File: src/design/link_impairment_scheduler_assert.svh
// Assertion macros for the link impairment scheduler.
// Used by the top level; expects signals named clk and rst_n in scope.
`ifndef LINK_IMPAIRMENT_SCHEDULER_ASSERT_SVH
`define LINK_IMPAIRMENT_SCHEDULER_ASSERT_SVH

// Same-cycle implication, checked outside reset.
`define LIS_ASSERT_NOW(label, ante, cons, msg) \
  label: assert property (@(posedge clk) disable iff (!rst_n) (ante) |-> (cons)) \
    else $error(msg);

// Next-cycle implication, checked outside reset.
`define LIS_ASSERT_NEXT(label, ante, cons, msg) \
  label: assert property (@(posedge clk) disable iff (!rst_n) (ante) |=> (cons)) \
    else $error(msg);

`endif

File: src/design/lis_pkg.sv
// Shared widths, register codes and item structs of the link impairment scheduler.
// No dependencies; lis_sched and the top level use it.
`timescale 1ns / 1ps

package lis_pkg;

  // Field widths.
  localparam int NOW_W      = 40;
  localparam int ID_W       = 13;
  localparam int PCT_W      = 7;
  localparam int US_W       = 24;
  localparam int DLY_W      = 32;
  localparam int CNT_W      = 32;
  localparam int NOM_W      = US_W + 1;
  localparam int SUM_W      = NOW_W + 1;
  localparam int CFG_IDX_W  = 3;
  localparam int CFG_DATA_W = 24;

  // Number of packet id slots; a power of two, so the reduction is a mask.
  localparam int ID_SLOTS = 8192;
  localparam logic [ID_W-1:0] ID_MASK = ID_W'(ID_SLOTS - 1);

  // Configuration register indexes.
  localparam logic [CFG_IDX_W-1:0] CFG_LOSS_PCT   = 3'd0;
  localparam logic [CFG_IDX_W-1:0] CFG_DUP_PCT    = 3'd1;
  localparam logic [CFG_IDX_W-1:0] CFG_JITTER     = 3'd2;
  localparam logic [CFG_IDX_W-1:0] CFG_UP_LAT     = 3'd3;
  localparam logic [CFG_IDX_W-1:0] CFG_DOWN_LAT   = 3'd4;
  localparam logic [CFG_IDX_W-1:0] CFG_ORDERED    = 3'd5;

  // One packet send.
  typedef struct packed {
    logic [NOW_W-1:0] now_us;
    logic [ID_W-1:0]  pkt_id;
    logic             upstream;
    logic [PCT_W-1:0] loss_draw;
    logic [PCT_W-1:0] dup_draw;
    logic [US_W-1:0]  jitter_draw;
    logic [US_W-1:0]  twin_jitter_draw;
  } in_item_t;

  // One scheduling result.
  typedef struct packed {
    logic [ID_W-1:0]  out_pkt_id;
    logic             is_twin;
    logic [DLY_W-1:0] delay_us;
    logic             toward_server;
    logic             was_dropped;
    logic             link_reset;
    logic             last;
    logic [CNT_W-1:0] sent_total;
    logic [CNT_W-1:0] dropped_total;
    logic [CNT_W-1:0] duplicated_total;
  } out_item_t;

  // Packet held in the scheduling stage, with both nominal arrivals precomputed.
  typedef struct packed {
    logic [NOW_W-1:0] now_us;
    logic [ID_W-1:0]  pkt_id;
    logic             upstream;
    logic             loss;
    logic             dup;
    logic [NOM_W-1:0] nom1;
    logic [NOM_W-1:0] nom2;
    logic [SUM_W-1:0] at1;
    logic [SUM_W-1:0] at2;
  } b_item_t;

  // One copy handed to the scheduler core.
  typedef struct packed {
    logic [NOW_W-1:0] now_us;
    logic [SUM_W-1:0] at;
    logic [NOM_W-1:0] nom;
    logic             upstream;
    logic             loss;
    logic             dup;
    logic             twin;
  } sched_req_t;

  // Delay and counter values returned for that copy.
  typedef struct packed {
    logic [DLY_W-1:0] delay_us;
    logic [CNT_W-1:0] sent_total;
    logic [CNT_W-1:0] dropped_total;
    logic [CNT_W-1:0] duplicated_total;
  } sched_res_t;

endpackage

File: src/design/lis_sched.sv
// Scheduler core: per-direction arrival cursors and the send/drop/duplicate counters.
// Schedules one packet copy per cycle while issue is high. Depends on lis_pkg.
`timescale 1ns / 1ps

module lis_sched (
  input  logic               clk,
  input  logic               rst_n,
  input  logic               ordered,
  input  logic               issue,
  input  lis_pkg::sched_req_t req,
  output lis_pkg::sched_res_t res
);

  logic [lis_pkg::NOW_W-1:0] up_cursor_r, up_cursor_nxt;
  logic [lis_pkg::NOW_W-1:0] down_cursor_r, down_cursor_nxt;
  logic [lis_pkg::CNT_W-1:0] sent_r, sent_nxt;
  logic [lis_pkg::CNT_W-1:0] dropped_r, dropped_nxt;
  logic [lis_pkg::CNT_W-1:0] duplicated_r, duplicated_nxt;

  logic [lis_pkg::NOW_W-1:0] cur;
  logic [lis_pkg::SUM_W-1:0] cur_p1;
  logic [lis_pkg::SUM_W-1:0] dly_push;
  logic [lis_pkg::SUM_W-1:0] dly_full;
  logic [lis_pkg::SUM_W-1:0] new_at;
  logic [lis_pkg::NOW_W-1:0] new_cur;
  logic                      push;
  logic                      first;
  logic                      move_cur;

  // An ordered link never lets a copy arrive at or before the last arrival.
  assign cur      = req.upstream ? up_cursor_r : down_cursor_r;
  assign cur_p1   = {1'b0, cur} + lis_pkg::SUM_W'(1);
  assign push     = ordered && (req.at <= {1'b0, cur});
  assign dly_push = cur_p1 - {1'b0, req.now_us};
  assign dly_full = push ? dly_push : lis_pkg::SUM_W'(req.nom);

  // The cursor saturates rather than wrapping.
  assign new_at  = push ? cur_p1 : req.at;
  assign new_cur = new_at[lis_pkg::NOW_W] ? {lis_pkg::NOW_W{1'b1}}
                                          : new_at[lis_pkg::NOW_W-1:0];

  // Delay saturates at the field width; a lost packet reports zero.
  assign res.delay_us = req.loss ? '0 :
                        (|dly_full[lis_pkg::SUM_W-1:lis_pkg::DLY_W]) ? {lis_pkg::DLY_W{1'b1}}
                                                                    : dly_full[lis_pkg::DLY_W-1:0];

  // Cursor update, only for kept copies on an ordered link.
  assign move_cur = issue && ordered && !req.loss;

  always_comb begin
    up_cursor_nxt   = up_cursor_r;
    down_cursor_nxt = down_cursor_r;
    if (move_cur) begin
      if (req.upstream) begin
        up_cursor_nxt = new_cur;
      end else begin
        down_cursor_nxt = new_cur;
      end
    end
  end

  // Counters advance once per packet, on its first copy; both copies report the new values.
  assign first          = !req.twin;
  assign sent_nxt       = sent_r + lis_pkg::CNT_W'(first);
  assign dropped_nxt    = dropped_r + lis_pkg::CNT_W'(first && req.loss);
  assign duplicated_nxt = duplicated_r + lis_pkg::CNT_W'(first && !req.loss && req.dup);

  assign res.sent_total       = sent_nxt;
  assign res.dropped_total    = dropped_nxt;
  assign res.duplicated_total = duplicated_nxt;

  always_ff @(posedge clk) begin
    if (!rst_n) begin
      up_cursor_r   <= '0;
      down_cursor_r <= '0;
      sent_r        <= '0;
      dropped_r     <= '0;
      duplicated_r  <= '0;
    end else begin
      up_cursor_r   <= up_cursor_nxt;
      down_cursor_r <= down_cursor_nxt;
      if (issue) begin
        sent_r       <= sent_nxt;
        dropped_r    <= dropped_nxt;
        duplicated_r <= duplicated_nxt;
      end
    end
  end

endmodule

File: config.mk
export PLATFORM = sky130hd
export DESIGN_NAME = lis_sched
export DESIGN_NICKNAME = d
export VERILOG_FILES = /design/src/design/link_impairment_scheduler_assert.svh /design/src/design/lis_pkg.sv /design/src/design/lis_sched.sv
export SDC_FILE = /design/constraint.sdc
export NUM_CORES = 1
export LEC_CHECK = 0
export BUFFER_PORTS_ARGS = -buffer_cell sky130_fd_sc_hd__buf_2
export CORE_AREA = 2 2 181 183
export CTS_CLUSTER_SIZE = 16
export DETAILED_ROUTE_END_ITERATION = 12
export DIE_AREA = 0 0 183 185
export GPL_TIMING_DRIVEN = 0
export PLACE_DENSITY = 0.66
export RECOVER_POWER = 100
export SYNTH_ARGS = -nofsm -noshare
export SYNTH_HDL_FRONTEND = slang
export SYNTH_SLANG_ARGS = --single-unit
export TNS_END_PERCENT = 30
File: constraint.sdc
create_clock -name clk -period 9.3 [get_ports clk]
set_input_delay 1.86 -clock clk [delete_from_list [all_inputs] [get_ports clk]]
set_output_delay 1.86 -clock clk [all_outputs]
set_load 0.01 [all_outputs]
# [After elaboration in Yosys (flattened, before gate mapping)]
# Index checks and enable logic that the tools add are counted.
[op_classes] reduce_logical=11 n_bitwise=1 add_sub_neg=5 muxes=6 order_cmp=1
[ops] op="32-bit by 1-bit adder with 32-bit output" n=3
[ops] op="41-bit 2-to-1 mux" n=2
[ops] op="40-bit 2-to-1 mux" n=2
[ops] op="32-bit 2-to-1 mux" n=2
[ops] op="40-bit by 1-bit adder with 41-bit output (second input constant)" n=1
[ops] op="41-bit by 40-bit <= comparator with 1-bit output" n=1
[ops] op="41-bit by 40-bit subtractor with 41-bit output" n=1
[ops] op="9-bit OR reduction" n=1
[ops] op="1-bit logical AND" n=6
[ops] op="2-bit AND reduction" n=2
[ops] op="1-bit logical NOT" n=2
[ops] op="1-bit NOT" n=1
[totals] inputBits=114 register_bits=176 elab_cells=29 output_inout_bits=128

# [Logic depth before layout (Yosys ltp)]
# Gate-level depths: netlist (run 1).
[logic_depth] depth_word=7 depth_mapped=28 ltp_nobuf=18

# [Worst setup path after synthesis (run 1)]
# Ideal clock, no wire load.
[synth_path] path_type="input to output" start="in req[3] in the netlist's numbering" end="out res[111] in the netlist's numbering" path_stages=26 arrival_ns=7.721 slack_ns=-0.281 n_path_buf=10 cell_sequence="buf_6 buf_4 buf_2 buf_2 buf_2 buf_1 mux2_2 ha_1 a21boi_1 nand4_1 clkbuf_1 or4_1 xnor2_1 inv_1 ha_1 clkbuf_1 and3_1 clkbuf_1 o21a_1 o21a_1 o221ai_1 or3b_2 or4_4 nor2_4 buf_4 a31oi_1"
[synth_rtl] element="start: declaration" line_no="lis_sched.sv:10" text="input lis_pkg::sched_req_t req,"
[synth_rtl] element="end: declaration" line_no="lis_sched.sv:11" text="output lis_pkg::sched_res_t res"

==> results of run 1 <==
==> sequential cells by signal, indices dropped and copies added, names as in the netlist <==
register,flops
down_cursor_r,40
dropped_r,32
duplicated_r,32
sent_r,32
up_cursor_r,40
==> logic make-up after synthesis <==
family / count (synthesis) / share of synthesized area
buf+inv: 179 / 0.0509
mux: 54 / 0.0384
flops: 176 / 0.250
fa+ha+maj: 88 / 0.0786
simple gates: 647 / 0.239
xor+xnor: 234 / 0.145
compound gates: 412 / 0.198
==> routing by layer <==
metal	wire (µm)	global-route usage
met3	3980	0.0407
met5	26	0
met4	1850	0.122
met2	23000	0.477
met1	21300	0.370
==> critical path, cell delays in order <==
cell,delay (ns)
clkbuf_4,0.15
buf_12,0.12
buf_12,0.15
buf_12,0.13
buf_12,0.11
buf_16,0.11
buf_4,0.29
mux2i_1,0.32
ha_1,0.29
a21o_1,0.18
a21o_1,0.16
a21o_1,0.19
a221o_1,0.31
o311ai_0,0.71
and3_1,0.27
clkbuf_1,0.30
clkbuf_1,0.53
clkbuf_1,0.59
nor2_1,0.08
a311oi_1,0.30
buf_2,0.19
==> through the flow <==
stage               hold slack (ns)  worst slack (ns)   util
detailed placement            0.463             -2.20  0.494
CTS                           0.474            0.0108  0.530
floorplan                     0.445            0.0645      -
global route                  0.493            -0.125  0.534
global placement              0.452             -2.20  0.494
finish                        0.473            0.0612  0.534
==> path summary, 6_finish.rpt <==
path	end	start	slack, ns
setup / recovery	res[114]	req[3]	0.06
hold / removal	down_cursor_r[30]$_SDFFE_PN0P_	down_cursor_r[30]$_SDFFE_PN0P_	0.47
setup reg to reg	down_cursor_r[38]$_SDFFE_PN0P_	up_cursor_r[30]$_SDFFE_PN0P_	4.47
hold reg to reg	down_cursor_r[30]$_SDFFE_PN0P_	down_cursor_r[30]$_SDFFE_PN0P_	0.47
==> power by group <==
group          switching (mW)  internal [mW]
combinational           0.226          0.149
sequential             0.0105          0.766
clock                   0.353          0.411
total                   0.590           1.33
==> timing repair <==
item | 4_1_cts | 5_1_grt
setup buffers | 13 | 19
gates cloned | 2 | 0
gates resized for setup | 83 | 33
pin swaps | 14 | 26
setup endpoints to repair | 32 | 32
==> cells in the final DEF (no fill, tap or decap), types with 7 or more instances in the layout <==
master and instances:
o21a_1 11, and2_1 28, o21ai_0 69, a31oi_1 32, a21oi_1 83, clkbuf_16 17, o31ai_1 17, nor2_1 95
o21bai_1 25, clkbuf_1 181, nand3b_1 8, and2_0 49, buf_4 31, nand3_1 67, dfxtp_1 176, ha_1 75
nor2b_1 18, o211ai_1 7, o221a_2 28, a21boi_0 17, and3_1 39, mux2i_1 52, xnor2_1 145, o22ai_1 29
nor3_1 20, ha_4 10, or3_1 32, nand2b_1 11, buf_2 144, nand4_1 62, a21oi_2 8, nor4_1 10
a21o_1 28, nand2_1 161, xor2_1 77, inv_1 64
==> cell type report <==
cell class              count  area, µm²  share of cell area
diodes                      3       7.51            0.000439
flip-flops and latches    176       3520               0.206
clock inverters            15        198              0.0116
plain buffers             100        509              0.0298
inverters                  65        244              0.0143
clock buffers              17        425              0.0249
repair buffers            273       1340              0.0780
multi-input cells        1435      10400               0.605
well taps                 408        510              0.0298
==> run metrics, run 1 <==
result of the run=finished clean; clock period minus worst slack=9.24 ns; top-count cell post-synth=dfxtp_1; syn nets=1992; count of synthesis-stage warnings from yosys=0; grt total ovfl=0; number of instances in the synthesized netlist=between 1.5k and 2k; overall routed net length=approximately 50000 µm; cell taking the most area after synthesis=dfxtp_1; data arrival time of the worst path=7.38 ns; number of placement rows=66; upper clock frequency limit=108 MHz; critical path required time=approximately 7.4 ns; RePlAce Congestion=roughly 1; library cells used by synthesis=73; DIE AREA=approximately 0.034 mm²; core area=about 0.032 mm²; area of the mapped netlist=around 0.014 mm²; WL/cell=~20 µm; detailed-placement wirelength estimate=~37000 µm; Final Power=around 1.9 mW; total global routing track utilization=0.286; reg2reg path depth=12; root buf cell=clkbuf_16; Vias=14.8k; instance area at placement=0.0158 mm²; Num CTS Buffers=17; number of fillers in the final layout=approximately 3.2k; Leakage=between 6 and 7 nW; worst hold path type=reg -> reg; top post-synthesis cells by count=dfxtp_1, nand2_1, xnor2_1; Post-Synthesis Mean Instance Area=approximately 8 µm²; hold violation total from the final report=0; layout cell share with drive strength beyond 1=0.160; IO Count=around 240; Hold Path Cell Cnt=2; die height=between 150 and 200 µm; initial antenna violation count=5; endpoint kind of the worst setup timing path=output pin; clock tree buffer depth=2; period utilization=0.993; CTS sink count=176; post-DR vias/cell=~6.0; drt pass-1 iters=5; vias in the first global route=13.8k; violation count after the first detailed-route iteration=~1.3k; number of enable flip-flop cells after synthesis=0; count of buffers inserted at the top-level ports=between 200 and 250; maximum number of pins on one net before global-route repair=19; final cell count without fillers=2492; Hold-fix buffers, CTS=0; total instance count after detailed placement=2438; start-to-end type of the worst setup path=in -> out; chip width=183 µm; post-CTS clock slew at the launch and capture registers of the worst setup and hold paths=approximately 0.07 ns; remaining antenna violation count=0; transition time at the pin with the least slew margin=1.31 ns; Nets=roughly 2.3k; Clock Latency Late Sink=roughly 0.44 ns; synthesis-to-layout area growth=21.3%; Top FF cell, synth=dfxtp_1; sequential fraction of the synthesis area=0.250; fraction of registers with async set or reset after synthesis=0; DRC violations left=0; Setup violations, final=0; TritonCTS clock tree=built; post-synthesis sequential element count=roughly 180; post-route cell area=approximately 0.017 mm²; first-pass GRT wire length=approximately 76000 µm; starting utilization of the core area=0.440; tightest slew margin relative to the limit=0.115; fraction of post-synthesis cell area in the top cell type by area=0.250; kind of start point of the critical path=input pin; Power per Cell Area=roughly 110 mW/mm²; number of max-cap violations=0; worst clock skew on the final layout=approximately 0.012 ns; Post-Route Setup TNS=0 ns; ranking of synthesized cells by area=dfxtp_1, xnor2_1, ha_1, xor2_1, nand2_1; Peak supply drop=around 0.12 mV; Crit Path Max Fanout=17; Slew Viols, Final=0; H-tree level count=4
Power figures use the tool's default switching activity.
==> inputs of run 2 (changes only) <==
--- a/config.mk
+++ b/config.mk
@@ -6,10 +6,10 @@
 export NUM_CORES = 1
 export LEC_CHECK = 0
 export BUFFER_PORTS_ARGS = -buffer_cell sky130_fd_sc_hd__buf_2
-export CORE_AREA = 2 2 181 183
+export CORE_AREA = 2 2 232 143
 export CTS_CLUSTER_SIZE = 16
 export DETAILED_ROUTE_END_ITERATION = 12
-export DIE_AREA = 0 0 183 185
+export DIE_AREA = 0 0 234 145
 export GPL_TIMING_DRIVEN = 0
 export PLACE_DENSITY = 0.66
 export RECOVER_POWER = 100
==> run metrics, run 2 (same netlist as run 1, synthesis figures left out) <==
result of the run=finished clean; clock tree buffer depth=2 (unchanged); largest registers ranked by flip-flop count=down_cursor_r: 40 flops, up_cursor_r: 40 flops; total instance count after detailed placement=2454 (+0.66%); maximum number of pins on one net before global-route repair=17 (-2); Crit Path Max Fanout=8 (-9); power share of the clock group=0.418 (+0.019); root buf cell=clkbuf_16; slowest cell on the critical path=or4_1; TritonCTS clock tree=built; core area=0.0318 mm² (-0.62%); post-CTS clock slew at the launch and capture registers of the worst setup and hold paths=0.07 ns (about the same); Nets=2287 (+0.75%); final cell count without fillers=2524 (+1.3%); Leakage=7.40 nW (+5.9%); met3 WL=6380 µm (+60%); instance area at placement=0.0159 mm² (+0.13%); cells along the critical path=buf_8 > buf_12 > buf_12 > nand3b_1 > a211oi_4 > nand4_1 > buf_6 > or3_4 > or3b_4 > a21oi_4 > ha_4 > and3_4 > and3_4 > nand2_2 > o211ai_1 > or4_1 > a32o_2 > or4_4 > nor2_4 > buf_6 > buf_12 > buf_16 > a31oi_4 > buf_2; critical path required time=7.44 ns (about the same); drt pass-1 iters=5 (unchanged); end point of the worst hold path=down_cursor_r[16]$_SDFFE_PN0P_; IO Count=242 (unchanged); worst hold path type=reg -> reg; Post-Route Setup TNS=0 ns (unchanged); clock period minus worst slack=9.24 ns (+0.0000661 ns); Peak supply drop=0.145 mV (+26%); highest routing layer actually used=met4; DRC violations left=0 (unchanged); DIE AREA=0.0339 mm² (+0.22%); die height=145 µm (-22%); power share of the combinational group=0.197 (about the same); number of placement rows=51 (-23%); highest-count cells in the layout ignoring fill and taps=buf_2, dfxtp_1, nand2_1, xnor2_1, clkbuf_1; start-to-end type of the worst setup path=in -> out; largest stage delay on the critical path=0.59 ns (-0.12 ns); sw power=581 µW (-1.6%); most common library cell in the layout ignoring fill and taps=buf_2; Setup violations, final=0 (unchanged); data arrival time of the worst path=7.38 ns (about the same); Util after Layout=0.549 (+0.0147); Clock Latency Late Sink=0.45 ns (about the same); initial antenna violation count=3 (-2); worst clock skew on the final layout=0.00643 ns (-0.00596 ns); reg2reg path depth=11 (-1); Reg-to-Reg End=up_cursor_r[4]$_SDFFE_PN0P_; Vias=15.1k (+1.7%); H-tree level count=4 (unchanged); total global routing track utilization=0.316 (+0.0301); Num CTS Buffers=17 (unchanged); count of buffers inserted at the top-level ports=240 (unchanged); Power per Cell Area=116 mW/mm² (+3.3%); endpoint kind of the worst setup timing path=output pin; grt total ovfl=0 (unchanged); transition time at the pin with the least slew margin=1.28 ns (-0.0254 ns); Hold Path Cell Cnt=2 (unchanged); number of max-cap violations=0 (unchanged); first-pass GRT wire length=81900 µm (+7.9%); post-DR vias/cell=5.98 (+0.39%); post-route cell area=0.0175 mm² (+2.1%); post-place setup slack=-2.36 ns (-0.159 ns); fraction of power spent switching nets=0.287 (-0.0206); chip width=234 µm (+28%); Slew Viols, Final=0 (unchanged); Setup WS post-layout=0.0611 ns (-0.0000661 ns); WL met2=21700 µm (-5.5%); internal power component=1.44 mW (+8.6%); violation count after the first detailed-route iteration=1832 (+41%); upper clock frequency limit=108 MHz (about the same); startpoint of the lowest-slack hold path=down_cursor_r[16]$_SDFFE_PN0P_; Hold Slack=0.473 ns (+0.000432 ns); r2r setup slk=4.55 ns (+0.08 ns); detailed-placement wirelength estimate=42600 µm (+14%); layout cell share with drive strength beyond 1=0.204 (+0.0440); synthesis-to-layout area growth=23.8%; hold violation total from the final report=0 (unchanged); Final Power=2.02 mW (+5.5%); RePlAce Congestion=0.985 (-3.6%); period utilization=0.993 (about the same); source of the worst register-to-register timing path=up_cursor_r[32]$_SDFFE_PN0P_; proportion of power drawn by flip-flops and latches=0.385 (-0.020); tightest slew margin relative to the limit=0.136 (+0.0213); vias in the first global route=13.8k (-0.51%); dominant cell type by count on the critical path=buf_12; starting utilization of the core area=0.443 (+0.00275); remaining antenna violation count=0 (unchanged); routed length on met1=25900 µm (+22%); WL/cell=21.7 µm (+7.9%); overall routed net length=54800 µm (+9.3%); CTS sink count=176 (unchanged); kind of start point of the critical path=input pin
## run 2: layout make-up
type	count	area [µm²]
tap	424	531
buffer	98	492
timing repair buffer	292	1640
sequential	176	3520
inverter	65	244
antenna	2	5.00
fill	3042	14400
clock buffer	22	464
multi-input combinational	1435	10400
clock inverter	10	206
## run 2: worst max path at each step
stage	startpoint	end	slack (ns)
detailed placement	req[3]	res[111]	-2.36
CTS	req[3]	res[100]	0.02
global placement	req[3]	res[111]	-2.28
floorplan	req[3]	res[111]	0.06
global route	req[3]	res[98]	-0.02
finish	req[3]	res[103]	0.06
## run 2: power groups by stage
stage	clock [mW]	combinational, mW	sequential, mW
after floorplan	0	0.220	0.790
after detailed placement	0	0.348	0.793
after global routing	0.877	0.427	0.778
after global placement	0	0.344	0.793
after CTS	0.849	0.376	0.776
final	0.845	0.399	0.777
## run 2: worst max-delay path: cells and delay by family
kind                     cells  cell delay, ns
buffers and inverters        8            1.11
AND/OR/NAND/NOR             10            2.98
adder cells (fa/ha/maj)      1            0.26
AO/OA/AOI/OAI                5            1.15
## run 2: metal layers
layer,track usage,up-vias
li1,-,7028
met1,0.484,7247
met2,0.421,757
met3,0.0983,60
met4,0.0715,0
met5,0,-
## run 2: repair_timing
item,CTS,global route
gates resized for setup,104,38
setup endpoints to repair,32,32
hold buffers,0,0
cloned,2,0
pin swaps,35,21
setup buffers,34,16
